--- src/rtl/core/rfg_pkg.sv ---
// ---------------------------------------------------------------------------
// rfg_pkg
// shared types, codes and helpers of the rectangle fill and gradient engine
// ---------------------------------------------------------------------------
package rfg_pkg;

   localparam int COORD_W  = 7;   // column or row on the surface
   localparam int CHAN_W   = 8;   // one colour channel
   localparam int NUM_CHAN = 4;
   localparam int REM_W    = 6;   // span minus one, at most 63
   localparam int LIMIT_W  = 13;  // holds the largest MAX_WIDTH or MAX_HEIGHT
   localparam int CSR_W    = 7;

   localparam logic [CSR_W-1:0] SURFACE_RESET = 7'd64;

   localparam logic REG_SURFACE_WIDTH  = 1'b0;
   localparam logic REG_SURFACE_HEIGHT = 1'b1;

   typedef enum logic [1:0] {
      OP_FILL     = 2'd0,
      OP_GRADIENT = 2'd1,
      OP_WRITE    = 2'd2,
      OP_READ     = 2'd3
   } opcode_type;

   typedef enum logic [2:0] {
      ST_IDLE,
      ST_DECODE,
      ST_DIVIDE,
      ST_WALK,
      ST_RESPOND
   } state_type;

   typedef struct packed {
      logic              start;
      logic [CHAN_W-1:0] dividend;
      logic [REM_W-1:0]  divisor;
   } div_req_type;

   typedef struct packed {
      logic              busy;
      logic              done;
      logic [CHAN_W-1:0] quotient;
      logic [REM_W-1:0]  remainder;
   } div_rsp_type;

   // argb to stored layout: red 7:0, green 15:8, blue 23:16, alpha 31:24
   function automatic logic [31:0] argb_to_store(input logic [31:0] c);
      return {c[31:24], c[7:0], c[15:8], c[23:16]};
   endfunction

endpackage

--- src/rtl/core/rfg_div.sv ---
// ---------------------------------------------------------------------------
// rfg_div
// restoring divider, one quotient bit per cycle, shared by the four channels
// ---------------------------------------------------------------------------
module rfg_div (
   input  logic                 clock,
   input  logic                 reset,
   input  rfg_pkg::div_req_type req,
   output rfg_pkg::div_rsp_type rsp
);

   logic                         busy_ff, busy_in;
   logic                         done_ff, done_in;
   logic [2:0]                   count_ff, count_in;
   logic [rfg_pkg::REM_W-1:0]    rem_ff, rem_in;
   logic [rfg_pkg::CHAN_W-1:0]   quo_ff, quo_in;
   logic [rfg_pkg::REM_W-1:0]    divisor_ff, divisor_in;
   logic [rfg_pkg::REM_W:0]      shifted;
   logic                         fits;

   // partial remainder with the next dividend bit shifted in
   assign shifted = {rem_ff, quo_ff[rfg_pkg::CHAN_W-1]};
   assign fits    = shifted >= {1'b0, divisor_ff};

   always_comb begin
      busy_in    = busy_ff;
      done_in    = 1'b0;
      count_in   = count_ff;
      rem_in     = rem_ff;
      quo_in     = quo_ff;
      divisor_in = divisor_ff;
      if (req.start && !busy_ff) begin
         busy_in    = 1'b1;
         count_in   = '0;
         rem_in     = '0;
         quo_in     = req.dividend;
         divisor_in = req.divisor;
      end else if (busy_ff) begin
         rem_in   = fits ? rfg_pkg::REM_W'(shifted - {1'b0, divisor_ff})
                         : rfg_pkg::REM_W'(shifted);
         quo_in   = {quo_ff[rfg_pkg::CHAN_W-2:0], fits};
         count_in = count_ff + 3'd1;
         if (count_ff == 3'd7) begin
            busy_in = 1'b0;
            done_in = 1'b1;
         end
      end
   end

   always_ff @(posedge clock) begin
      if (reset) begin
         busy_ff  <= 1'b0;
         done_ff  <= 1'b0;
         count_ff <= '0;
      end else begin
         busy_ff  <= busy_in;
         done_ff  <= done_in;
         count_ff <= count_in;
      end
      rem_ff     <= rem_in;
      quo_ff     <= quo_in;
      divisor_ff <= divisor_in;
   end

   assign rsp.busy      = busy_ff;
   assign rsp.done      = done_ff;
   assign rsp.quotient  = quo_ff;
   assign rsp.remainder = rem_ff;

endmodule

--- config.mk ---
export PLATFORM = sky130hd
export DESIGN_NAME = rfg_div
export DESIGN_NICKNAME = d
export VERILOG_FILES = /design/src/rtl/core/rfg_pkg.sv /design/src/rtl/core/rfg_div.sv
export SDC_FILE = /design/constraint.sdc
export NUM_CORES = 1
export LEC_CHECK = 0
export BUFFER_PORTS_ARGS = -buffer_cell sky130_fd_sc_hd__buf_2
export CAP_MARGIN = 0
export CORE_MARGIN = 2
export CORE_UTILIZATION = 40
export CTS_CLUSTER_DIAMETER = 120
export DETAILED_ROUTE_END_ITERATION = 6
export PLACE_DENSITY = 0.69
export RECOVER_POWER = 25
export SYNTH_ARGS = -nofsm -noshare
export SYNTH_HDL_FRONTEND = slang
export SYNTH_SLANG_ARGS = --single-unit
--- constraint.sdc ---
create_clock -name clock -period 5.8 [get_ports clock]
set_clock_uncertainty 0.1 [all_clocks]
set_input_delay 0.58 -clock clock [delete_from_list [all_inputs] [get_ports clock]]
set_output_delay 0.58 -clock clock [all_outputs]
set_load 0.05 [all_outputs]
After elaboration in Yosys (flattened, before gate mapping):

Index checks and enable logic that the tools add are counted.

* output and inout port bits: 16
* register bits after elaboration: 25

* multiplexer cells: 7
* $lt $le $gt $ge: 1
* bitwise operators: 1
* reductions and logical operators: 5
* equality and inequality tests: 1
* add/sub/neg operators: 2

Operator list (count)
* 2-to-1 mux 8 bit: 2
* greater-or-equal comparator 7 x 6 -> 1 bit: 1
* 2-to-1 mux 6 bit: 1
* subtractor 6 bit: 1
* 2-to-1 mux 1 bit: 4
* adder 3 x 1 -> 3 bit, second input constant: 1
* == test 3 bit, second input constant: 1
* OR reduction 3 bit: 1
* nonzero test 2 bit: 1
* OR reduction 2 bit: 1
* logical AND 1 bit: 1
* zero test 1 bit: 1
* NOT 1 bit: 1

Longest topological paths before layout:

* word-level depth: 4
* depth in mapped cells: 8
* mapped depth without buffers: 8

Worst setup path after synthesis:

Ideal clock, no wire load.

* kind: reg-to-reg
* start point: reg quo_ff[7] (netlist name)
* end point: reg quo_ff[0] (netlist name), data pin
* cell stages (with the launch flop): 7
* arrival time: 1872 ps
* setup slack: 3568 ps
* cell sequence: edfxtp_1 inv_1 ha_1 nand2b_1 a31oi_1 o21ai_4 mux2_2

* longest elaborated chain between the ends: 3

RTL lines
* start: declaration: RTL line rfg_div.sv:16 `logic [rfg_pkg::CHAN_W-1:0] quo_ff, quo_in;`
* start signal: assignment: RTL line rfg_div.sv:61 `quo_ff <= quo_in;`
* greater-or-equal comparator 7 x 6 -> 1 bit: RTL line rfg_div.sv:23 `assign fits = shifted >= {1'b0, divisor_ff};`
* 2-to-1 mux 8 bit: RTL line rfg_div.sv:38 `end else if (busy_ff) begin`
* 2-to-1 mux 8 bit: RTL line rfg_div.sv:32 `if (req.start && !busy_ff) begin`
* named net quo_in (one bit): RTL line rfg_div.sv:16

The timed path passes the listed nets, and every way through them passes these cells. The select of a mux whose other input is x is not followed.
A chain may end at the register's enable or synchronous reset.

Final worst setup path:

* start point: reg busy_ff
* end point: reg quo_ff[6] (netlist name), data pin

* longest elaborated chain between the ends: 3

RTL lines
* start: declaration: RTL line rfg_div.sv:12 `logic busy_ff, busy_in;`
* start signal: assignment: RTL line rfg_div.sv:56 `busy_ff <= busy_in;`
* zero test 1 bit: RTL line rfg_div.sv:32
* logical AND 1 bit: RTL line rfg_div.sv:32
* 2-to-1 mux 8 bit: RTL line rfg_div.sv:32
* named net quo_in (one bit): RTL line rfg_div.sv:16

The timed path passes the listed nets, and every way through them passes these cells.

==> summary.txt <==
Run status
  • Status: finished, final reports clean

Place
  • Number of port buffers: 32
  • Detailed placer's ending HPWL: around 1800 µm
  • Placed cell area: 0.00150 mm²
  • Placer Congestion: 0.735

STA
  • Slew Limit Fails: 0
  • Peak Freq: 437 MHz
  • Rel. slew slack: 22.2%
  • TNS Setup: 0 ns
  • RSZ-0062 raised after global routing: no
  • Period utilisation layout: between 30% and 40%
  • Final min period: ~2.3 ns
  • Final Hold Fails: 0
  • Worst slew pin tran: between 1 and 1.5 ns
  • Final setup violation count: 0

Final layout
  • # diodes: 0
  • Layout cells sized above 1: 31.8%
  • Post-route cell area: 0.00153 mm²
  • Final #Nets: 176
  • Area Growth Syn to Fin: 16.4%
  • Finished Core Util: 49.7%

Routing
  • DR pass1 iterations: 4
  • Detail Route met2 WL: 1230 µm
  • Drt drc: 0
  • Met1 wire length: 1010 µm
  • Detailed-route via count: 933
  • DR iter-0 viols: 32
  • Antenna Violating Nets Remaining: 0
  • DR top layer: met4
  • DR vias/cell: 4.86
  • DR WL met3: 130 µm
  • Detailed Route WL: 2380 µm
  • Routed wire per std cell: between 10 and 15 µm

Logic synthesis
  • Post-synth top area share: 32.0%
  • Ys Warns: 0
  • Largest cells by area after synthesis: edfxtp_1 (32%), dfxtp_1 (17%), ha_1 (8.6%)
  • Count leader, synth: edfxtp_1
  • Flops & latches, synth: 25
  • Gate Count Post-Synth: 117
  • Syn nets: roughly 140
  • Commonest cells post-synth: edfxtp_1 (14), dfxtp_1 (11), inv_1 (11)
  • Mean area per synthesized cell: ~11 µm²
  • Async SR Flop Fraction: 0%
  • Dominant register cell in the synthesized netlist: edfxtp_1
  • Sequential-to-total area share from yosys stat: approximately half
  • Cell taking the most area after synthesis: edfxtp_1
  • EDFF count, synth: 14
  • Synth unique cells: 30
  • Area of the mapped netlist: 0.00132 mm²

Worst hold path
  • Hold Crit Class: input port to flop
  • Worst Hold Path EP: divisor_ff[5]$_DFFE_PP_
  • WHS Path Cells: 1
  • Min-delay src: req[5]

Worst setup path
  • CP max FO: 21
  • Crit end category: flop
  • Worst R2R End: quo_ff[6]$_DFFE_PP_
  • Critical path required time: 5.78 ns
  • CP startpoint: busy_ff$_SDFF_PP0_
  • Crit path kind: flop to flop
  • Worst R2R Path Depth: 2
  • Crit path largest cell delay: between 0.9 and 1 ns
  • Delay-heaviest family, CP: simple AND/OR/NAND/NOR gates
  • Worst reg2reg startpoint: busy_ff$_SDFF_PP0_
  • R2R setup slack: 3.51 ns
  • Worst Path Arrival: 2.27 ns
  • Crit path cell chain: nor2b_1, mux2_2
  • Worst-path cell with the longest stage delay: nor2b_1
  • CP Buf/Inv Count: 0
  • Worst Setup Start Kind: flop

Run
  • Maxcap violations: 0

Die
  • Die extent in x: 61.3 µm
  • Top Ports: 33
  • DIE HEIGHT: 61.3 µm
  • Core area: around 0.0031 mm²
  • Initial Util: between 40% and 50%
  • Row count: 20
  • Die area: 0.00376 mm²

Clock tree
  • Worst-skew pair later-pin latency: 0.31 ns
  • Post-CTS setup repair buffer count: 0
  • Clk slew on worst S/H paths: ~0.13 ns
  • Clock Sinks: 25
  • TritonCTS clock tree: built
  • PostCTS Resize Cnt: 0
  • Cts-stage hold buffer count: 0
  • CTS Root Cell: clkbuf_4
  • Number of H-tree levels: 1
  • CTS Buf Count: 3
  • Buffer levels on the longest clock path: 2

Power and ir drop
  • PnR Total Power: between 600 and 700 µW
  • Pleak: approximately 0.00068 µW
  • Max VDD drop: 169 µV
  • Cell Pwr Density: 450 mW/mm²

Global route
  • Initial antenna violation count: 0
  • First-pass GRT wire length: between 3000 and 4000 µm
  • Largest net degree at the start of global routing: 22
  • Vias in the first global route: 850
  • Grt ovf: 0
  • Total Routing Usage GR: 13.3%
-- report_power, final --
part	internal, µW	leakage, µW	switching [µW]
clock	31.5	0.0000184	48.5
combinational	126	0.000437	229
sequential	225	0.000228	28.5
-- cells in the final DEF (no fill, tap or decap), drive strengths merged, types with 5 or more instances in the layout --
| cell | netlist | routed |
|---|---|---|
| mux2 | 9 | 9 |
| ha | 9 | 9 |
| nand2 | 6 | 6 |
| nor3b | 5 | 5 |
| clkbuf | 2 | 6 |
| buf | 3 | 30 |
| edfxtp | 14 | 14 |
| dfxtp | 11 | 11 |
| inv | 11 | 11 |
| nor2 | 8 | 8 |
-- layer usage --
| layer | track usage [%] | vias to the layer above |
|---|---|---|
| met4 | 3.65 | 0 |
| met1 | 16.3 | 426 |
| met2 | 23.6 | 29 |
| met3 | 3.15 | 3 |
| met5 | 0 | - |
| li1 | - | 475 |
-- worst reg2reg max path, delay by kind of cell, from the launching register on --
family	cells	cell delay (ns)
multiplexers	1	0.43
flip-flops	1	0.54
AND/OR/NAND/NOR	1	0.99
-- how the worst max path moves through the flow --
stage | end | slack, ns | cells past startpoint
floorplan | quo_ff[0]$_DFFE_PP_ | 3.57 | 6
global placement | quo_ff[4]$_DFFE_PP_ | 3.43 | 3
finish | quo_ff[6]$_DFFE_PP_ | 3.51 | 2
detailed placement | quo_ff[6]$_DFFE_PP_ | 3.29 | 3
CTS | quo_ff[6]$_DFFE_PP_ | 3.49 | 2
global route | quo_ff[6]$_DFFE_PP_ | 3.37 | 2
-- kinds of logic after synthesis --
family / share of synthesized area, %
and+or+nand+nor: 12.7
buffers and inverters: 5.23
xor gates and xnor gates: 1.33
DFF: 48.7
AOI/OAI and AO/OA: 12.0
adders and majority gates: 10.1
muxes: 9.99
-- registers in the layout, indices dropped and copies added, names as in the netlist --
register / count
quo_ff: 8
divisor_ff: 6
rem_ff: 6
count_ff: 3
busy_ff: 1
done_ff: 1
-- cell type report --
cell class / instances / area [µm²]
clock buffer: 4 / 30.0
inverter: 11 / 41.3
sequential: 25 / 641
fill: 295 / 1550
timing repair buffer: 32 / 158
tap: 44 / 55.1
multi-input combinational: 76 / 606
-- stage by stage --
stage / std cells / setup slack, ns / hold WS [ns]
finish: 192 / 3.51 / 0.334
global route: 192 / 3.37 / 0.309
CTS: 192 / 3.49 / 0.326
detailed placement: 188 / 3.29 / 0.418
global placement: 188 / 3.43 / 0.411
floorplan: 117 / 3.57 / 0.404
Note: power is estimated with default switching activity, not from simulation.
